File: config.mk
export PLATFORM = sky130hd
export DESIGN_NAME = lart_ram
export DESIGN_NICKNAME = d
export VERILOG_FILES = /design/src/lart_ram.sv
export SDC_FILE = /design/constraint.sdc
export NUM_CORES = 1
export LEC_CHECK = 0
export ABC_AREA = 1
export ABC_CLOCK_PERIOD_IN_PS = 3000
export BUFFER_PORTS_ARGS = -buffer_cell sky130_fd_sc_hd__clkbuf_2
export CAP_MARGIN = 25
export CORE_UTILIZATION = 30
export DETAILED_ROUTE_END_ITERATION = 7
export SLEW_MARGIN = 40
export SYNTH_ARGS = -nofsm -noshare
export SYNTH_HDL_FRONTEND = slang
export SYNTH_SLANG_ARGS = --single-unit
File: constraint.sdc
create_clock -name clk -period 3 [get_ports clk]
set_clock_uncertainty 0.2 [all_clocks]
set_input_delay 0.15 -clock clk [delete_from_list [all_inputs] [get_ports clk]]
set_output_delay 0.15 -clock clk [all_outputs]
set_load 0.02 [all_outputs]
File: src/lart_ram.sv
// Generic simple dual-port RAM with one write port and a registered read port.
module lart_ram #(
  parameter int WIDTH = 8,
  parameter int DEPTH = 16
) (
  input  logic                     clk,
  input  logic                     we,
  input  logic [$clog2(DEPTH)-1:0] waddr,
  input  logic [WIDTH-1:0]         wdata,
  input  logic                     re,
  input  logic [$clog2(DEPTH)-1:0] raddr,
  output logic [WIDTH-1:0]         rdata
);

  logic [WIDTH-1:0] mem [DEPTH];

  always_ff @(posedge clk) begin
    if (we) begin
      mem[waddr] <= wdata;
    end
    if (re) begin
      rdata <= mem[raddr];
    end
  end

endmodule

======== Word level (Yosys, flattened, before mapping) ========
Memories as Yosys holds them, arrays and structs flattened. A register that Yosys moved wholly into a read port is not among the register bits.
Cells that the tools add are included.
operators by class
  $add $sub $neg .......................... 0
  multipliers ............................. 0
  div/mod/pow operators ................... 0
  $lt $le $gt $ge ......................... 0
  equal/unequal tests ..................... 0
  shifts and indexed selects .............. 0
  mux-type cells .......................... 2
  bitwise logic cells ..................... 0
  reductions and logical operators ........ 0
operator list
  operator  number
  $mux W1   2
storage, ports and cells
  register bits after elaboration ......... 0
  bits in latches ......................... 0
  RAM bits ................................ 128
  memory bits (read-only) ................. 0
  input bits .............................. 19
  output and inout port bits .............. 8
  memories kept ........................... 1
memory list
  memory  depth  width  read ports  clocked after memory_dff  wr ports  line  text
  mem     16     8      1           1                         1         15    logic [WIDTH-1:0] mem [DEPTH];

======== Longest topological paths before layout ========
Gate-level depths: netlist of the first run.
  depth after elaboration ................. 2
  mapped depth ............................ 8
  gate-level depth less buffers ........... 7

======== Least setup slack after synthesis of the first run ========
No wires, ideal clock.
  path type ............................... input port to flip-flop
  start point ............................. input waddr[2]
  end point ............................... memory mem[10][0] (enable)
  library setup time ...................... 0.370 ns
  arrival time ............................ 0.731 ns
  required time ........................... 2.430 ns
  slack ................................... 1.699 ns
  cell stages on the path ................. 2
  buffers on the path ..................... 0
  path through ............................ nand3b_1 -> nor2_1
RTL lines
  element          line  text
  start, declared  8     input logic [$clog2(DEPTH)-1:0] waddr,
  end, declared    15
No word-level cell before the write port.

==> results of run 1 <==
## cells by family after synthesis
group | Yosys count
flops | 136
simple gates | 289
buf+inv | 126
## cell usage in the layout, fill, tap and decap left out, types with 3 or more instances in the layout
cell,synthesis,routed
nand3_1,97,97
clkbuf_16,0,17
clkbuf_1,0,5
clkbuf_2,0,26
dlygate4sd3_1,0,3
buf_4,4,5
nor2_1,17,5
edfxtp_1,136,136
inv_1,100,100
clkinv_1,0,4
nor2_2,0,12
nand2_1,173,173
## routing by layer
layer / part of all wire, % / routed length [µm]
met3: 5.5 / 750
met2: 44 / 5910
met1: 49 / 6670
met5: 0 / 0
met4: 1.4 / 188
## where the power goes
| group | internal [mW] | switching, mW |
|---|---|---|
| clock | 1.19 | 0.711 |
| sequential | 2.14 | 0.0123 |
| combinational | 0.0712 | 0.192 |
## Yosys cell counts, drive strengths merged
library cell    n
buf            24
edfxtp        136
inv           102
nand2         173
nand3          97
nand3b          2
nor2           17
## registers in the layout (all words and copies together) (netlist names)
signal and cells:
rdata 8, mem 128
## layout make-up
type | instances | share of cell area, %
Clock buffer | 22 | 6.55
Timing Repair Buffer | 35 | 3.21
Multi-Input combinational cell | 289 | 18.3
Tap cell | 260 | 4.80
Inverter | 102 | 5.65
Sequential cell | 136 | 60.3
Clock inverter | 7 | 1.18
## worst register-to-register path, cell delays in order, from the launching register on
cell      delay [ns]
edfxtp_1        0.35
inv_1           0.06
nand2_1         0.05
nand3_1         0.10
nand3_1         0.11
nand3_1         0.14
nand2_1         0.11
## final timing paths
path,start,to,slack (ns),depth (start not counted)
worst max-delay path,raddr[2],rdata[4],1.41,5
worst min-delay path,wdata[2],mem[15][2],0.005,1
worst max register to register,mem[8][4],rdata[4],1.62,6
worst min register to register,mem[6][2],rdata[2],0.54,6
## stage by stage
step	hold slack, ns	utilization, %	cells	instance area [µm²]
after global placement	0.369	32.8	819	6190
after floorplan	0.0489	-	551	5850
after CTS	0.00597	35.8	851	6770
after global routing	0.0175	35.9	851	6780
final	0.00458	35.9	851	6780
after detailed placement	0.364	32.9	819	6210
==> flow_metrics.env, run 1 <==
export IMPL_status="finished, final reports clean"
export IMPL_multi_input_area_um2=1240
export IMPL_pre_cts_ws_ns=1.03
export IMPL_critPathMaxStageDelay_ns=0.63
export IMPL_fin_crit_sh_pct=53.0
export IMPL_ys_types=11
export IMPL_cts_tree="yes"
export IMPL_numPortBuffers=26
export IMPL_netlist_area_um2=5850
export IMPL_antenna_found_initial=0
export IMPL_gp_congestion=0.754
export IMPL_ys_seq_area_share_pct=69.8
export IMPL_layout_nets=600
export IMPL_top_usage_layer="met2"
export IMPL_synth_xor_area_share_pct=0
export IMPL_ys_warn_count=0
export IMPL_grt_overflow_total=0
export IMPL_cp_common_cell="nand3_1"
export IMPL_worst_pin_slew_ns=0.774
export IMPL_met2_usage_pct=21.3
export IMPL_h_tree_depth=4
export IMPL_num_rows=50
export IMPL_final_hold_violation_count=0
export IMPL_max_freq_ghz=0.628
export IMPL_cts_clk_slew_worst_paths_ns=0.05
export IMPL_synth_area_mux_share_pct=0
export IMPL_grt_util_met1_pct=21.1
export IMPL_synth_area_leader_cell="edfxtp_1"
export IMPL_place_hpwl_um=8060
export IMPL_avgSynthCellArea_um2=10.6
export IMPL_synthCells=551
export IMPL_use_met3_pct=3.88
export IMPL_cpLargestDelayFamily="buffers and inverters"
export IMPL_synth_nets=570
export IMPL_leakage_nw=2.83
export IMPL_synth_compound_area_share_pct=0
export IMPL_hp_class="input port to flop"
export IMPL_postRouteAntennaNets=0
export IMPL_crit_path_top_delay_cell="inv_1"
export IMPL_ios=27
export IMPL_cts_resized=0
export IMPL_drive_gt1_share_pct=11.2
export IMPL_max_slew_margin_pct=48.2
export IMPL_start_util_pct=30.9
export IMPL_nFillCells=1905
export IMPL_drt_iter0_markers=450
export IMPL_track_usage_pct=14.7
export IMPL_wl_um=13500
export IMPL_chipWidth_um=142
export IMPL_synth_top_family_by_area="simple AND/OR/NAND/NOR gates"
export IMPL_grt_pass1_wl_um=21200
export IMPL_syn2layout_area_growth_pct=15.9
export IMPL_p_per_area_nw_per_um2=638
export IMPL_yosys_area_top_type_share_pct=69.8
export IMPL_wl_per_cell_um=15.9
export IMPL_arrival_ns=1.55
export IMPL_clockBufferDepth=2
export IMPL_coreArea_um2=18900
export IMPL_start_kind="input port"
export IMPL_cp_num_buf_inv=2
export IMPL_routed_via_density=4.41
export IMPL_cp_required_ns=2.96
export IMPL_setup_tns_ns=0
export IMPL_rsz0062_at_grt="false"
export IMPL_setup_violations_final=0
export IMPL_cp_max_fo=17
export IMPL_antennaDiodeCount=0
export IMPL_ir_drop_mv=0.437
export IMPL_hold_buffers=3
export IMPL_synth_area_top_cells="edfxtp_1 70%, nand2_1 11%, nand3_1 8.3%, inv_1 6.4%, buf_6 1.2%"
export IMPL_layout_setup_ws_ns=1.41
export IMPL_numClockSinks=136
export IMPL_path_cells="clkbuf_2, inv_1, nand3_1, nand3_1, nand2_1"
export IMPL_grt_max_degree=65
export IMPL_die_h_um=142
export IMPL_total_power_mw=4.32
export IMPL_vias=3751
export IMPL_cts_setup_buffers=0
export IMPL_die_area_um2=20100
export IMPL_yosys_area_share_simple_pct=20.8
export IMPL_clock_latency_ns=0.42
export IMPL_seqCellArea_um2=4080
export IMPL_drv_slew=0
export IMPL_first_pass_iters=7
export IMPL_post_route_min_period_ns=1.59
export IMPL_synth_adder_area_share_pct=0
export IMPL_numCtsBuffers=17
export IMPL_cts_root_buf="clkbuf_16"
export IMPL_critPathKind="input port to flop"
export IMPL_maxCapViolations=0
export IMPL_ys_ff_latch=136
export IMPL_drcViolationCount=0
export IMPL_grt_pass1_vias=3607
export IMPL_cp_end_kind="flop"
Note: power is estimated with default switching activity, not from simulation.
==> run 2, diff against run 1 <==
- ABC_CLOCK_PERIOD_IN_PS: 3000 -> 1500
- clock period: 3 -> 1.5 ns (I/O delays scaled with it)
==> run 2 against run 1 <==
- critical path depth decreased by 4
- die area unchanged
- register-to-register slack got worse by 1.4 ns
- worst hold slack improved by 0.021 ns
- utilization increased by 1.8 points
- first-iteration DRC count decreased by 16%
- cell area increased by 5.0%
- clock power increased by 100%
- largest cell class unchanged
==> flow_metrics.env, run 2 (synthesized netlist as in run 1, its figures left out) <==
export IMPL_cts_root_buf="clkbuf_16"
export IMPL_p_comb_share_pct=6.8
export IMPL_p_int_mw=6.90
export IMPL_switching_share_pct=21.0
export IMPL_layout_commonest_cell="nand2_1"
export IMPL_drt_iter0_markers=380
export IMPL_routed_via_density=4.34
export IMPL_final_hold_violation_count=0
export IMPL_antenna_found_initial=0
export IMPL_fin_cells=885
export IMPL_ir_drop_mv=0.866
export IMPL_syn2layout_area_growth_pct=21.7
export IMPL_track_usage_pct=14.8
export IMPL_layout_nets=633
export IMPL_max_slew_margin_pct=74.2
export IMPL_power_switching_mw=1.83
export IMPL_multi_input_area_um2=1210
export IMPL_grt_max_degree=33
export IMPL_p_clk_share_pct=43.8
export IMPL_seqCellArea_um2=4080
export IMPL_cts_resized=0
export IMPL_drv_slew=0
export IMPL_leakage_nw=3.04
export IMPL_p_per_area_nw_per_um2=1230
export IMPL_path_cells="clkbuf_2"
export IMPL_largest_register="mem"
export IMPL_start_util_pct=30.9
export IMPL_reg_top3="mem (128), rdata (8)"
export IMPL_post_route_min_period_ns=1.33
export IMPL_status="finished, final reports clean"
export IMPL_cp_num_buf_inv=1
export IMPL_largest_reg_flops=128
export IMPL_cp_end_kind="output pin"
export IMPL_cts_clk_slew_worst_paths_ns=0.05
export IMPL_critPathMaxStageDelay_ns=0.44
export IMPL_first_pass_iters=4
export IMPL_r2r_start="mem[7][6]"
export IMPL_max_freq_ghz=0.752
export IMPL_wl_um=13400
export IMPL_cts_setup_buffers=0
export IMPL_clock_latency_ns=0.42
export IMPL_hp_class="input port to flop"
export IMPL_vias=3839
export IMPL_nFillCells=1910
export IMPL_die_area_um2=20100
export IMPL_cp_required_ns=1.22
export IMPL_postRouteAntennaNets=0
export IMPL_place_inst=845
export IMPL_final_util_pct=37.7
export IMPL_setup_violations_final=0
export IMPL_rsz0062_at_grt="false"
export IMPL_grt_util_met1_pct=20.2
export IMPL_maxCapViolations=0
export IMPL_gp_congestion=0.813
export IMPL_drcViolationCount=0
export IMPL_use_met3_pct=3.95
export IMPL_ios=27
export IMPL_antennaDiodeCount=0
export IMPL_drive_gt1_share_pct=12.8
export IMPL_die_h_um=142
export IMPL_arrival_ns=1.06
export IMPL_clockBufferDepth=2
export IMPL_grt_pass1_vias=3929
export IMPL_cp_max_fo=1
export IMPL_r2r_worst_path_cells=6
export IMPL_chipWidth_um=142
export IMPL_numClockSinks=136
export IMPL_top_usage_layer="met2"
export IMPL_met2_usage_pct=22.3
export IMPL_coreArea_um2=18900
export IMPL_seqPwrFrac_pct=49.4
export IMPL_numCtsBuffers=17
export IMPL_setup_tns_ns=0
export IMPL_crit_cells=1
export IMPL_pre_cts_ws_ns=0.0774
export IMPL_fin_crit_sh_pct=88.7
export IMPL_crit_path_top_delay_cell="edfxtp_1"
export IMPL_grt_overflow_total=0
export IMPL_holdPathStages=5
export IMPL_worst_pin_slew_ns=0.388
export IMPL_critPathKind="flop to output pin"
export IMPL_numPortBuffers=26
export IMPL_num_rows=50
export IMPL_start_kind="flop"
export IMPL_min_delay_start="raddr[2]"
export IMPL_grt_pass1_wl_um=21500
export IMPL_wl_per_cell_um=15.2
export IMPL_h_tree_depth=4
export IMPL_place_hpwl_um=8610
export IMPL_layout_common_cells="173 x nand2_1, 136 x edfxtp_1, 100 x inv_1"
export IMPL_startpoint="rdata[0]"
export IMPL_cts_tree="yes"
export IMPL_layout_setup_ws_ns=0.170
export IMPL_cpLargestDelayFamily="flip-flops"
-- run 2: changes by cell type in the layout (fill, tap and decap cells not counted) --
cell	previous run	this run
buf_12	1	9
buf_4	5	23
clkbuf_1	5	7
clkinv_1	4	3
dlygate4sd3_1	3	10
nor2_1	5	17
nor2_2	12	0
-- run 2: layout make-up --
| class | count | area share, % |
|---|---|---|
| timing repair buffer | 68 | 8.19 |
| tap | 260 | 4.57 |
| sequential | 136 | 57.4 |
| multi-input combinational | 289 | 17.1 |
| clock buffer | 24 | 6.35 |
| clock inverter | 6 | 1.07 |
| inverter | 102 | 5.38 |
-- run 2: worst paths after layout --
check             end  slack, ns
max          rdata[0]       0.17
min          rdata[2]       0.03
max reg2reg  rdata[6]       0.20
min reg2reg  rdata[3]       0.54
-- run 2: per-stage QoR --
step                hold slack, ns  cell area [µm²]  total power, mW
floorplan                  -0.0261             5850             4.70
global placement             0.293             6490             4.96
detailed placement           0.298             6490             4.97
CTS                        0.00958             7120             8.80
global route                0.0381             7120             9.01
finish                      0.0254             7120             8.73
-- run 2: power by group through the flow --
stage,clock (mW),sequential (mW),combinational [mW]
floorplan,0,4.40,0.300
global placement,0,4.39,0.574
detailed placement,0,4.39,0.581
CTS,3.88,4.31,0.605
global route,4.03,4.32,0.663
finish,3.82,4.31,0.596
-- run 2: timing repair --
action | in CTS | in global routing
hold buffers | 10 | 0
setup endpoints to repair | 0 | 0
hold endpoints to repair | 140 | 0
-- run 2: layer usage --
| metal | part of all wire (%) | up-vias |
|---|---|---|
| li1 | - | 1905 |
| met1 | 48 | 1813 |
| met2 | 45 | 108 |
| met3 | 5.6 | 13 |
| met4 | 1.2 | 0 |
| met5 | 0 | - |
